--- config.mk ---
export PLATFORM = sky130hd
export DESIGN_NAME = missing_packet_tracker_unit_flat
export DESIGN_NICKNAME = d
export VERILOG_FILES = /design/src/rtl/mpt_pkg.sv /design/src/rtl/mpt_if.sv /design/src/rtl/mpt_seq.sv /design/src/rtl/mpt_datapath.sv /design/src/rtl/missing_packet_tracker_unit.sv /design/src/flat_wrapper.sv
export SDC_FILE = /design/constraint.sdc
export NUM_CORES = 1
export LEC_CHECK = 0
export ABC_AREA = 1
export ABC_CLOCK_PERIOD_IN_PS = 3150
export BUFFER_PORTS_ARGS = -buffer_cell sky130_fd_sc_hd__buf_2
export CORE_MARGIN = 1
export CORE_UTILIZATION = 42
export CTS_BUF_LIST = sky130_fd_sc_hd__clkbuf_4
export CTS_CLUSTER_SIZE = 24
export DETAILED_ROUTE_END_ITERATION = 16
export PLACE_DENSITY = 0.6
export SKIP_LAST_GASP = 1
export SLEW_MARGIN = 20
export SYNTH_ARGS = -nofsm -noshare
export SYNTH_HDL_FRONTEND = slang
export SYNTH_SLANG_ARGS = --single-unit
--- constraint.sdc ---
create_clock -name i_clk -period 3.15 [get_ports i_clk]
set_input_delay 0.4725 -clock i_clk [delete_from_list [all_inputs] [get_ports i_clk]]
set_output_delay 0.4725 -clock i_clk [all_outputs]
set_load 0.005 [all_outputs]
--- src/rtl/mpt_pkg.sv ---
// package for the missing packet tracker: widths, operation codes,
// control word layout and the microprogram table
// no dependencies
package mpt_pkg;

    localparam int MAX_PACKETS_DEF = 64;
    localparam int MAX_RESULTS     = 64;
    localparam int FUNC_W          = 2;
    localparam int PNUM_W          = 16;
    localparam int NUM_W           = 7;
    localparam int STEP_W          = 3;

    // operation codes on the func field
    localparam logic [FUNC_W-1:0] F_CLEAR  = 2'd0;
    localparam logic [FUNC_W-1:0] F_MARK   = 2'd1;
    localparam logic [FUNC_W-1:0] F_REPORT = 2'd2;

    // microprogram steps
    localparam logic [STEP_W-1:0] S_IDLE  = 3'd0;
    localparam logic [STEP_W-1:0] S_CLR   = 3'd1;
    localparam logic [STEP_W-1:0] S_MARK  = 3'd2;
    localparam logic [STEP_W-1:0] S_SCAN  = 3'd3;
    localparam logic [STEP_W-1:0] S_CHECK = 3'd4;
    localparam logic [STEP_W-1:0] S_FIN   = 3'd5;

    // jump conditions
    localparam logic [2:0] J_NEXT     = 3'd0;
    localparam logic [2:0] J_GOTO     = 3'd1;
    localparam logic [2:0] J_DISPATCH = 3'd2;
    localparam logic [2:0] J_CLR_LOOP = 3'd3;
    localparam logic [2:0] J_SCAN_END = 3'd4;

    // write data select
    localparam logic WS_CLEAR = 1'b0;
    localparam logic WS_MARK  = 1'b1;

    typedef struct packed {
        logic              in_ready;
        logic              wr_en;
        logic              wr_sel;
        logic              idx_inc;
        logic              rd_en;
        logic              chk;
        logic              fin;
        logic [2:0]        jmp;
        logic [STEP_W-1:0] target;
    } t_ctrl;

    typedef struct packed {
        logic              accept;
        logic [FUNC_W-1:0] func;
        logic              clr_done;
        logic              scan_end;
        logic              stall;
    } t_stat;

    function automatic t_ctrl mpt_rom(input logic [STEP_W-1:0] step);
        t_ctrl c;
        c = '0;
        unique case (step)
            S_IDLE: begin
                c.in_ready = 1'b1;
                c.jmp      = J_DISPATCH;
            end
            S_CLR: begin
                c.wr_en   = 1'b1;
                c.wr_sel  = WS_CLEAR;
                c.idx_inc = 1'b1;
                c.jmp     = J_CLR_LOOP;
                c.target  = S_IDLE;
            end
            S_MARK: begin
                c.wr_en  = 1'b1;
                c.wr_sel = WS_MARK;
                c.jmp    = J_GOTO;
                c.target = S_IDLE;
            end
            S_SCAN: begin
                c.rd_en  = 1'b1;
                c.jmp    = J_SCAN_END;
                c.target = S_FIN;
            end
            S_CHECK: begin
                c.chk     = 1'b1;
                c.idx_inc = 1'b1;
                c.jmp     = J_GOTO;
                c.target  = S_SCAN;
            end
            S_FIN: begin
                c.fin    = 1'b1;
                c.jmp    = J_GOTO;
                c.target = S_IDLE;
            end
            default: begin
                c.jmp    = J_GOTO;
                c.target = S_IDLE;
            end
        endcase
        return c;
    endfunction

endpackage

--- src/rtl/mpt_if.sv ---
// item channel interfaces for the missing packet tracker
// depends on mpt_pkg
interface mpt_in_if;
    import mpt_pkg::*;
    logic              valid;
    logic              ready;
    logic [FUNC_W-1:0] func;
    logic [PNUM_W-1:0] packet_number;

    modport source  (output valid, func, packet_number, input ready);
    modport sink    (input valid, func, packet_number, output ready);
    modport monitor (input valid, ready, func, packet_number);
endinterface

interface mpt_out_if;
    import mpt_pkg::*;
    logic             valid;
    logic             ready;
    logic [NUM_W-1:0] missing_number;
    logic             has_number;
    logic [NUM_W-1:0] miss_total;
    logic             last;

    modport source  (output valid, missing_number, has_number, miss_total, last,
                     input ready);
    modport sink    (input valid, missing_number, has_number, miss_total, last,
                     output ready);
    modport monitor (input valid, ready, missing_number, has_number, miss_total,
                     last);
endinterface

--- src/rtl/mpt_seq.sv ---
// microcode sequencer: step counter, program table lookup, jumps
// depends on mpt_pkg
module mpt_seq (
    input  logic           i_clk,
    input  logic           i_rst_n,
    input  mpt_pkg::t_stat i_stat,
    output mpt_pkg::t_ctrl o_ctrl
);
    import mpt_pkg::*;

    logic [STEP_W-1:0] r_step;
    logic [STEP_W-1:0] n_step;
    t_ctrl             ctrl;

    assign ctrl   = mpt_rom(r_step);
    assign o_ctrl = ctrl;

    always_comb begin
        n_step = r_step;
        if (!i_stat.stall) begin
            unique case (ctrl.jmp)
                J_NEXT:     n_step = r_step + STEP_W'(1);
                J_GOTO:     n_step = ctrl.target;
                J_DISPATCH: begin
                    if (i_stat.accept) begin
                        unique case (i_stat.func)
                            F_CLEAR:  n_step = S_CLR;
                            F_MARK:   n_step = S_MARK;
                            F_REPORT: n_step = S_SCAN;
                            default:  n_step = S_IDLE;
                        endcase
                    end
                end
                J_CLR_LOOP: n_step = i_stat.clr_done ? ctrl.target : r_step;
                J_SCAN_END: n_step = i_stat.scan_end ? ctrl.target : r_step + STEP_W'(1);
                default:    n_step = S_IDLE;
            endcase
        end
    end

    // reset enters the clearing pass
    always_ff @(posedge i_clk) begin
        if (!i_rst_n) begin
            r_step <= S_CLR;
        end else begin
            r_step <= n_step;
        end
    end

endmodule

--- src/rtl/mpt_datapath.sv ---
// datapath: received map memory, index and loss counters, pending result,
// output register and the packet total register
// depends on mpt_pkg and mpt_if
module mpt_datapath #(
    parameter int MAX_PACKETS = mpt_pkg::MAX_PACKETS_DEF
) (
    input  logic                    i_clk,
    input  logic                    i_rst_n,
    input  logic                    i_cfg_we,
    input  logic [mpt_pkg::NUM_W-1:0] i_cfg_data,
    input  mpt_pkg::t_ctrl          i_ctrl,
    output mpt_pkg::t_stat          o_stat,
    mpt_in_if.sink                  i_item,
    mpt_out_if.source               o_result
);
    import mpt_pkg::*;

    localparam int AW = (MAX_PACKETS > 1) ? $clog2(MAX_PACKETS) : 1;
    localparam int IW = $clog2(MAX_PACKETS + 1);
    localparam int LW = (IW > NUM_W) ? IW : NUM_W;

    logic              mem [MAX_PACKETS];
    logic              r_rd;
    logic [IW-1:0]     r_idx;
    logic [NUM_W-1:0]  r_total;
    logic [PNUM_W-1:0] r_num;
    logic [NUM_W-1:0]  r_lost;
    logic [NUM_W-1:0]  r_pend;
    logic              r_pend_v;
    logic              r_ov;
    logic [NUM_W-1:0]  r_o_num;
    logic              r_o_has;
    logic [NUM_W-1:0]  r_o_cnt;
    logic              r_o_last;

    logic              accept;
    logic [LW-1:0]     total_x;
    logic [LW-1:0]     limit;
    logic [LW-1:0]     idx_x;
    logic [LW-1:0]     idx_p1;
    logic [PNUM_W-1:0] num_m1;
    logic              num_ok;
    logic              we;
    logic [AW-1:0]     wa;
    logic              miss;
    logic              take;
    logic              emit;
    logic              out_free;
    logic              stall;

    assign accept  = i_item.valid && i_ctrl.in_ready;
    assign total_x = LW'(r_total);
    assign limit   = (total_x > LW'(MAX_PACKETS)) ? LW'(MAX_PACKETS) : total_x;
    assign idx_x   = LW'(r_idx);
    assign idx_p1  = idx_x + LW'(1);
    assign num_m1  = r_num - PNUM_W'(1);
    assign num_ok  = (r_num != '0) && ({1'b0, r_num} <= (PNUM_W + 1)'(MAX_PACKETS));

    assign we = i_ctrl.wr_en && ((i_ctrl.wr_sel == WS_CLEAR) || num_ok);
    assign wa = (i_ctrl.wr_sel == WS_MARK) ? num_m1[AW-1:0] : r_idx[AW-1:0];

    // a missing entry is kept back until the next one shows it was not the last
    assign miss     = i_ctrl.chk && !r_rd;
    assign take     = miss && (r_lost < NUM_W'(MAX_RESULTS));
    assign emit     = (take && r_pend_v) || i_ctrl.fin;
    assign out_free = !r_ov || o_result.ready;
    assign stall    = emit && !out_free;

    assign o_stat.accept   = accept;
    assign o_stat.func     = i_item.func;
    assign o_stat.clr_done = (r_idx == IW'(MAX_PACKETS - 1));
    assign o_stat.scan_end = (idx_x == limit);
    assign o_stat.stall    = stall;

    assign i_item.ready            = i_ctrl.in_ready;
    assign o_result.valid          = r_ov;
    assign o_result.missing_number = r_o_num;
    assign o_result.has_number     = r_o_has;
    assign o_result.miss_total     = r_o_cnt;
    assign o_result.last           = r_o_last;

    always_ff @(posedge i_clk) begin
        if (we) begin
            mem[wa] <= (i_ctrl.wr_sel == WS_MARK);
        end
        if (i_ctrl.rd_en) begin
            r_rd <= mem[r_idx[AW-1:0]];
        end
    end

    always_ff @(posedge i_clk) begin
        if (accept) begin
            r_num <= i_item.packet_number;
        end
        if (!stall && take) begin
            r_pend <= idx_p1[NUM_W-1:0];
        end
        if (emit && out_free) begin
            r_o_num  <= (i_ctrl.fin && !r_pend_v) ? '0 : r_pend;
            r_o_has  <= r_pend_v;
            r_o_cnt  <= i_ctrl.fin ? r_lost : '0;
            r_o_last <= i_ctrl.fin;
        end
    end

    always_ff @(posedge i_clk) begin
        if (!i_rst_n) begin
            r_total  <= '0;
            r_idx    <= '0;
            r_lost   <= '0;
            r_pend_v <= 1'b0;
            r_ov     <= 1'b0;
        end else begin
            if (i_cfg_we) begin
                r_total <= i_cfg_data;
            end
            if (accept) begin
                r_idx    <= '0;
                r_lost   <= '0;
                r_pend_v <= 1'b0;
            end else if (!stall) begin
                if (i_ctrl.idx_inc) begin
                    r_idx <= r_idx + IW'(1);
                end
                if (miss) begin
                    r_lost <= r_lost + NUM_W'(1);
                end
                if (take) begin
                    r_pend_v <= 1'b1;
                end
            end
            if (emit && out_free) begin
                r_ov <= 1'b1;
            end else if (o_result.ready) begin
                r_ov <= 1'b0;
            end
        end
    end

endmodule

--- src/rtl/missing_packet_tracker_unit.sv ---
// top level of the missing packet tracker: sequencer plus datapath
// depends on mpt_pkg, mpt_if, mpt_seq and mpt_datapath
//
//  channel    dir   payload                                      handshake
//  i_item     in    func, packet_number                          valid/ready
//  o_result   out   missing_number, has_number, miss_total, last valid/ready
//  i_cfg      in    packet_total on i_cfg_data                   i_cfg_we
//
// clear writes one map entry per cycle, over all MAX_PACKETS entries
// report reads min(packet_total, MAX_PACKETS) entries, with one memory read
// and one check per entry, then a closing read and the final result, and
// it waits while the output register is full
// after reset a clearing pass over all MAX_PACKETS entries runs with
// i_item.ready low; a stalled output holds the scan at the next result;
// config writes are taken in any cycle
module missing_packet_tracker_unit #(
    parameter int MAX_PACKETS = mpt_pkg::MAX_PACKETS_DEF
) (
    input  logic                      i_clk,
    input  logic                      i_rst_n,
    input  logic                      i_cfg_we,
    input  logic [mpt_pkg::NUM_W-1:0] i_cfg_data,
    mpt_in_if.sink                    i_item,
    mpt_out_if.source                 o_result
);
    import mpt_pkg::*;

    t_ctrl ctrl;
    t_stat stat;

    mpt_seq u_seq (
        .i_clk   (i_clk),
        .i_rst_n (i_rst_n),
        .i_stat  (stat),
        .o_ctrl  (ctrl)
    );

    mpt_datapath #(
        .MAX_PACKETS (MAX_PACKETS)
    ) u_dp (
        .i_clk      (i_clk),
        .i_rst_n    (i_rst_n),
        .i_cfg_we   (i_cfg_we),
        .i_cfg_data (i_cfg_data),
        .i_ctrl     (ctrl),
        .o_stat     (stat),
        .i_item     (i_item),
        .o_result   (o_result)
    );

endmodule

--- src/flat_wrapper.sv ---
// flat-port wrapper written by rule: the top's interface ports become plain ports
module missing_packet_tracker_unit_flat import mpt_pkg::*;
#(
    parameter int MAX_PACKETS = mpt_pkg::MAX_PACKETS_DEF
)
  (i_clk, i_rst_n, i_cfg_we, i_cfg_data, i_item_valid, i_item_func, i_item_packet_number, i_item_ready, o_result_valid, o_result_missing_number, o_result_has_number, o_result_miss_total, o_result_last, o_result_ready);
  mpt_in_if i_item_i ();
  mpt_out_if o_result_i ();
  input  logic i_clk;
  input  logic i_rst_n;
  input  logic i_cfg_we;
  input  logic [mpt_pkg::NUM_W-1:0] i_cfg_data;
  input wire logic [$bits(i_item_i.valid)-1:0] i_item_valid;
  input wire logic [$bits(i_item_i.func)-1:0] i_item_func;
  input wire logic [$bits(i_item_i.packet_number)-1:0] i_item_packet_number;
  output wire logic [$bits(i_item_i.ready)-1:0] i_item_ready;
  output wire logic [$bits(o_result_i.valid)-1:0] o_result_valid;
  output wire logic [$bits(o_result_i.missing_number)-1:0] o_result_missing_number;
  output wire logic [$bits(o_result_i.has_number)-1:0] o_result_has_number;
  output wire logic [$bits(o_result_i.miss_total)-1:0] o_result_miss_total;
  output wire logic [$bits(o_result_i.last)-1:0] o_result_last;
  input wire logic [$bits(o_result_i.ready)-1:0] o_result_ready;
  assign i_item_i.valid = i_item_valid;
  assign i_item_i.func = i_item_func;
  assign i_item_i.packet_number = i_item_packet_number;
  assign i_item_ready = i_item_i.ready;
  assign o_result_valid = o_result_i.valid;
  assign o_result_missing_number = o_result_i.missing_number;
  assign o_result_has_number = o_result_i.has_number;
  assign o_result_miss_total = o_result_i.miss_total;
  assign o_result_last = o_result_i.last;
  assign o_result_i.ready = o_result_ready;
  missing_packet_tracker_unit #(.MAX_PACKETS(MAX_PACKETS)) u_core (.i_clk(i_clk), .i_rst_n(i_rst_n), .i_cfg_we(i_cfg_we), .i_cfg_data(i_cfg_data), .i_item(i_item_i), .o_result(o_result_i));
endmodule
==> results of run 1 <==
==> cell type report <==
class,instances,share of cell area [%]
well taps,180,3.38
clock buffers,17,1.91
multi-input cells,406,30.2
clock inverters,15,2.34
repair buffers,56,4.54
flip-flops and latches,130,54.6
diodes,1,0.0375
inverters,52,2.93
==> cells in the final DEF, fill, tap and decap left out, types with 17 or more instances in the layout <==
cell type	Yosys	final
inv_1	46	46
nand3_1	27	27
a21oi_1	18	18
buf_2	5	47
dfxtp_1	26	26
nand2_1	65	65
o21ai_0	49	49
clkbuf_4	0	17
nor2_1	157	157
edfxtp_1	104	104
==> logic make-up after synthesis <==
logic type	after synthesis	share of synthesized area (%)
AO/OA/AOI/OAI	105	10.0
flip-flops	130	61.4
AND/OR/NAND/NOR	279	19.9
buffers and inverters	70	4.66
XOR/XNOR	9	1.33
adder cells (fa/ha/maj)	13	2.74
==> worst register-to-register path: stages (launching register included) <==
cell and delay, ns:
dfxtp_1 0.37, inv_1 0.11, ha_1 0.16, inv_1 0.07
nor2_4 0.15, buf_4 0.37, o21a_1 0.21, inv_1 0.06
nor2_1 0.14, nand2_1 0.20, nor2_1 0.19
==> power groups by stage <==
stage	sequential [mW]	clock (mW)	combinational (mW)
2_1_floorplan	2.12	0	0.957
3_3_place_gp	2.16	0	1.28
3_5_place_dp	2.16	0	1.31
4_1_cts	2.13	1.16	1.32
5_1_grt	2.14	1.21	1.48
6_report	2.12	1.13	1.31
==> state kept, by name, indices dropped and copies added (netlist names), 7 cells and up <==
| name | count |
|---|---|
| u_core.u_dp.o_result.miss_total | 7 |
| u_core.u_dp.r_num | 16 |
| u_core.u_dp.mem | 64 |
| u_core.u_dp.idx_x | 7 |
| u_core.u_dp.r_total | 7 |
| u_core.u_dp.o_result.missing_number | 7 |
| u_core.u_dp.r_lost | 7 |
| u_core.u_dp.r_pend | 7 |
==> stage by stage <==
| step | std cells | setup WS, ns |
|---|---|---|
| finish | 857 | 0.826 |
| global route | 857 | 0.597 |
| CTS | 856 | 0.827 |
| detailed placement | 824 | 0.855 |
| global placement | 824 | 0.904 |
| floorplan | 606 | 0.723 |
==> cells in the mapped netlist, drive strengths merged <==
master	number
inv	52
a31oi	1
o21bai	1
nand4	2
o22ai	8
nor3b	2
buf	7
xnor2	2
xor2	7
a21oi	18
dfxtp	26
nor4	3
nor3	6
o21ai	59
o211ai	16
nand3	30
nand3b	1
nor2	161
edfxtp	104
and3	1
ha	13
nand2	73
clkbuf	11
o21a	2
==> layer usage <==
| layer | track usage [%] | wire (µm) | vias to the layer above | share of wire (%) |
|---|---|---|---|---|
| li1 | - | - | 2183 | - |
| met1 | 21.6 | 5370 | 2071 | 43 |
| met2 | 32.4 | 6160 | 106 | 50 |
| met3 | 4.75 | 649 | 17 | 5.3 |
| met4 | 7.72 | 180 | 0 | 1.5 |
| met5 | 0 | 0 | - | 0 |
==> how the worst min path moves through the flow <==
stage                                             startpoint                                         to  slack (ns)  cells past startpoint
after CTS                           i_item_packet_number[11]            u_core.u_dp.r_num[11]$_DFFE_PP_        0.05                      1
after global routing                i_item_packet_number[11]            u_core.u_dp.r_num[11]$_DFFE_PP_        0.05                      1
after floorplan            u_core.u_dp.r_pend_v$_SDFFE_PP0P_  u_core.u_dp.o_result.has_number$_DFFE_PP_        0.45                      0
after detailed placement   u_core.u_dp.r_pend_v$_SDFFE_PP0P_  u_core.u_dp.o_result.has_number$_DFFE_PP_        0.50                      0
after global placement    u_core.u_dp.r_lost[1]$_SDFFE_PP0P_         u_core.u_dp.r_lost[1]$_SDFFE_PP0P_        0.48                      2
final                               i_item_packet_number[11]            u_core.u_dp.r_num[11]$_DFFE_PP_        0.11                      1
==> run summary, run 1 <==
Status - completed
Total Power - 4.56 mW
Starting Density - 42.9%
Clock power frac - 24.8%
Die Width - 121 µm
Crit path kind - flip-flop to flip-flop
CP max stage delay - 0.37 ns
Sequential power share - 46.6%
Die area - 0.0146 mm²
Fmax - 430 MHz
Core area - 0.0138 mm²
Clk pin slew, worst setup/hold paths - 0.12 ns
Design Area, Final - 0.00667 mm²
Top cells by area, synth - edfxtp_1, nor2_1, dfxtp_1
Vias per inst - 5.11
VDD IR max - 0.348 mV
Die H - 121 µm
Tmin final - 2.32 ns
Slew Viols, Final - 0
Buffers & Inverters on Critical Path - 4
Sw Ratio - 36.8%
Hpwl dp - 8380 µm
Routed wire length - 12400 µm
Register area - 0.00364 mm²
LEAKAGE - 2.46 nW
CP startpoint - u_core.u_seq.r_step[0]$_SDFFE_PN1P_
Setup slack, reg-to-reg - 0.83 ns
Worst-Margin Slew - 0.604 ns
Cts hold-fix bufs - 0
CTS tree - built
Remaining Overflow, GRT - 0
Power per cell area - 684 mW/mm²
Cell Rows - 43
Setup bufs post-CTS - 0
Synthesized Nets - 649
Max Cap Viol - 0
FF+latch count, synth - 130
Unique masters post-synth - 34
Setup TNS - 0 ns
Worst slew margin - 59.7%
Gate Count Post-Synth - 606
Worst hold margin - 0.108 ns
Critical path depth in cells - 10
DRT iter0 DRCs - 221
Final Util - 48.2%
Number of gates resized after cts - 0
Max FO, Critical Path - 42
H-tree Lvls - 4
Antenna violations before repair - 1
CTS max path bufs - 2
Skew final - 0.0134 ns
First-pass GRT wire length - 20600 µm
Post-synthesis cell area - 0.00594 mm²
Reg-to-Reg Start - u_core.u_seq.r_step[0]$_SDFFE_PN1P_
Crit path top cell by count - inv_1
WL per Instance - 14.4 µm
Num ports - 48
TritonCTS Buffers - 17
# fillers - 1306
Vias in the first global route - 4316
Layout cells sized above 1 - 16.7%
Total Nets Final - 706
Internal power - 2.89 mW
End of the critical path - u_core.u_dp.mem[29]$_DFFE_PP_
CP arrival - 2.56 ns
Reg2reg end - u_core.u_dp.mem[29]$_DFFE_PP_
Clock Sinks - 130
Hold Vio Cnt, Final - 0
Ys Warns - 0
Min-delay worst type - input pin to flip-flop
DRC violation count after routing - 0
Worst Path Required - 3.39 ns
Critical Path Sink Type - flip-flop
Largest net degree at the start of global routing - 43
First drt pass iteration count - 6
Multi-input logic area - 0.00202 mm²
Combinational share of power - 28.7%
Area growth, synth to finish - 12.3%
Endpoints failing setup - 0
All-layer global routing usage - 18.5%
Reg2Reg Depth - 10
CP top delay family - simple AND/OR/NAND/NOR gates
Final ANT Viol Nets - 0
Tcrit/Tclk final - 73.8%
Crit-path cells - inv_1, ha_1, inv_1, nor2_4, buf_4, o21a_1, inv_1, nor2_1, nand2_1, nor2_1
Routed via count - 4377
Synth top area share - 52.6%
CP max stage cell - dfxtp_1
Clk root buf - clkbuf_4
Area leader, netlist - edfxtp_1
PortBufs - 47
Syn Area/Cell - 9.80 µm²
Final GP Congestion - 0.845
NetSw - 1.68 mW
RSZ-0062 raised after global routing - false
CP Launch Type - flip-flop
Clk_lat worst skew - 0.53 ns
Sequential share of the synthesized area - 61.4%
Area after DPL - 0.00638 mm²
No activity file was read; power rests on OpenSTA's default activity.
==> run 2: changes to the inputs <==
- ABC_CLOCK_PERIOD_IN_PS: 3150 -> 2400
- clock period: 3.15 -> 2.4 ns (I/O delays scaled with it)
==> run summary, run 2 (synthesis gave the netlist of run 1 again) <==
Status - completed
Most frequent cells in the layout - nor2_1, edfxtp_1, nand2_1
Max Cap Viol - 0
Area growth, synth to finish - 16.2%
Vias in the first global route - 4342
Diode count - 0
RSZ-0062 raised after global routing - true
Tmin final - 2.23 ns
Combinational share of power - 29.2%
CP Launch Type - flip-flop
Internal power - 3.91 mW
Design Area, Final - 0.00690 mm²
CTS tree - built
Core area - 0.0138 mm²
Routed wire length - 13000 µm
Antenna violations before repair - 0
Max reg flops - 64
Largest net degree at the start of global routing - 41
Num ports - 48
Worst-Margin Slew - 0.604 ns
First drt pass iteration count - 6
CP arrival - 2.49 ns
Reg2reg end - u_core.u_dp.mem[15]$_DFFE_PP_
Setup TNS - 0 ns
PortBufs - 47
Reg2Reg Depth - 11
NetSw - 2.20 mW
Clk root buf - clkbuf_4
Power per cell area - 886 mW/mm²
Hpwl dp - 8860 µm
Area after DPL - 0.00641 mm²
Routed via count - 4457
Final ANT Viol Nets - 0
Sequential power share - 45.6%
Hold Crit Start - i_cfg_data[5]
Top Registers - u_core.u_dp.mem (64), u_core.u_dp.r_num (16)
Hold endpoint - u_core.u_dp.r_total[5]$_SDFFE_PN0P_
Clk_lat worst skew - 0.55 ns
Die area - 0.0146 mm²
Total Power - 6.11 mW
Cell Rows - 43
Worst slew margin - 59.7%
TritonCTS Buffers - 17
Layout cells sized above 1 - 16.5%
Die Width - 121 µm
Sw Ratio - 35.9%
Count of non-filler cells in the finished layout - 878
Tcrit/Tclk final - 93.0%
Slew Viols, Final - 0
WL per Instance - 14.9 µm
Die H - 121 µm
Setup bufs post-CTS - 0
Fmax - 448 MHz
Crit path kind - flip-flop to flip-flop
Number of gates resized after cts - 0
H-tree Lvls - 4
Most common cell after layout, fill and taps aside - nor2_1
Final GP Congestion - 0.899
Reg-to-Reg Start - u_core.u_seq.r_step[0]$_SDFFE_PN1P_
First-pass GRT wire length - 21200 µm
Max FO, Critical Path - 10
Critical Path Sink Type - flip-flop
Skew final - 0.0216 ns
Dpl ws - 0.202 ns
DRC violation count after routing - 0
CP startpoint - u_core.u_seq.r_step[0]$_SDFFE_PN1P_
Register bank with the most flops - u_core.u_dp.mem
LEAKAGE - 2.57 nW
Clk pin slew, worst setup/hold paths - 0.11 ns
VDD IR max - 0.430 mV
DRT iter0 DRCs - 252
Cells after DPL - 828
Min-delay worst type - input pin to flip-flop
PnR worst setup slack - 0.168 ns
Endpoints failing setup - 0
CTS max path bufs - 2
Starting Density - 42.9%
# fillers - 1319
Remaining Overflow, GRT - 0
Vias per inst - 5.08
Clock power frac - 25.2%
Hold Vio Cnt, Final - 0
Clock Sinks - 130
Setup slack, reg-to-reg - 0.17 ns
Worst Path Required - 2.66 ns
Total Nets Final - 729
All-layer global routing usage - 19.2%
Hold Path Cell Cnt - 3
[run 2: changes by cell type in the layout (fill, tap and decap cells not counted), moves of 2 or more]
cell,before,now
clkinv_4,1,3
buf_4,9,13
inv_6,5,1
dlygate4sd3_1,0,19
[run 2: power by group through the flow]
stage / clock (mW) / sequential (mW) / combinational, mW
after detailed placement: 0 / 2.84 / 1.75
after global routing: 1.66 / 2.81 / 2.01
after floorplan: 0 / 2.78 / 1.26
after CTS: 1.58 / 2.79 / 1.78
final: 1.54 / 2.79 / 1.78
after global placement: 0 / 2.83 / 1.74
[run 2: per-stage QoR]
stage	util (%)	hold WS (ns)
after floorplan	-	0.454
after global placement	46.4	0.483
after detailed placement	46.4	0.488
after CTS	49.9	0.00235
after global routing	49.9	0.0147
final	49.9	0.0501
[run 2: worst max-delay path by stage]
stage                                          endpoint  slack [ns]  cells after the start
after floorplan           u_core.u_dp.mem[11]$_DFFE_PP_       -0.03                     10
after global placement    u_core.u_dp.mem[15]$_DFFE_PP_        0.27                     11
after detailed placement  u_core.u_dp.mem[15]$_DFFE_PP_        0.20                     11
after CTS                 u_core.u_dp.mem[15]$_DFFE_PP_        0.18                     11
after global routing      u_core.u_dp.mem[39]$_DFFE_PP_      -0.004                     11
final                     u_core.u_dp.mem[15]$_DFFE_PP_        0.17                     11
[run 2: final cells by class]
type	count	area [µm²]	share of cell area, %
multi-input combinational	406	2020	29.2
clock inverter	14	165	2.39
tap	180	225	3.27
inverter	52	195	2.83
sequential	130	3640	52.8
timing repair buffer	79	523	7.58
clock buffer	17	128	1.85
[run 2: repair_timing]
action,4_1_cts,5_1_grt
setup endpoints to repair,0,1
endpoints found under the hold margin,19,0
hold buffers,19,0
[run 2: per-layer routing]
| metal | wire length (µm) | share of wire (%) | vias to the layer above | GRT usage, % |
|---|---|---|---|---|
| li1 | - | - | 2234 | - |
| met1 | 5960 | 46 | 2134 | 23.5 |
| met2 | 6480 | 50 | 74 | 32.8 |
| met3 | 423 | 3.2 | 15 | 4.14 |
| met4 | 190 | 1.5 | 0 | 7.56 |
| met5 | 0 | 0 | - | 0 |
[run 2: critical path, cell delays in order (launching register included)]
cell and delay [ns]:
dfxtp_1 0.43, inv_1 0.11, ha_1 0.22, inv_1 0.11, nor2_4 0.08, inv_2 0.13
nand2_1 0.08, o21ai_2 0.08, inv_1 0.08, nor2_1 0.21, nand3_2 0.25, nor2_1 0.20
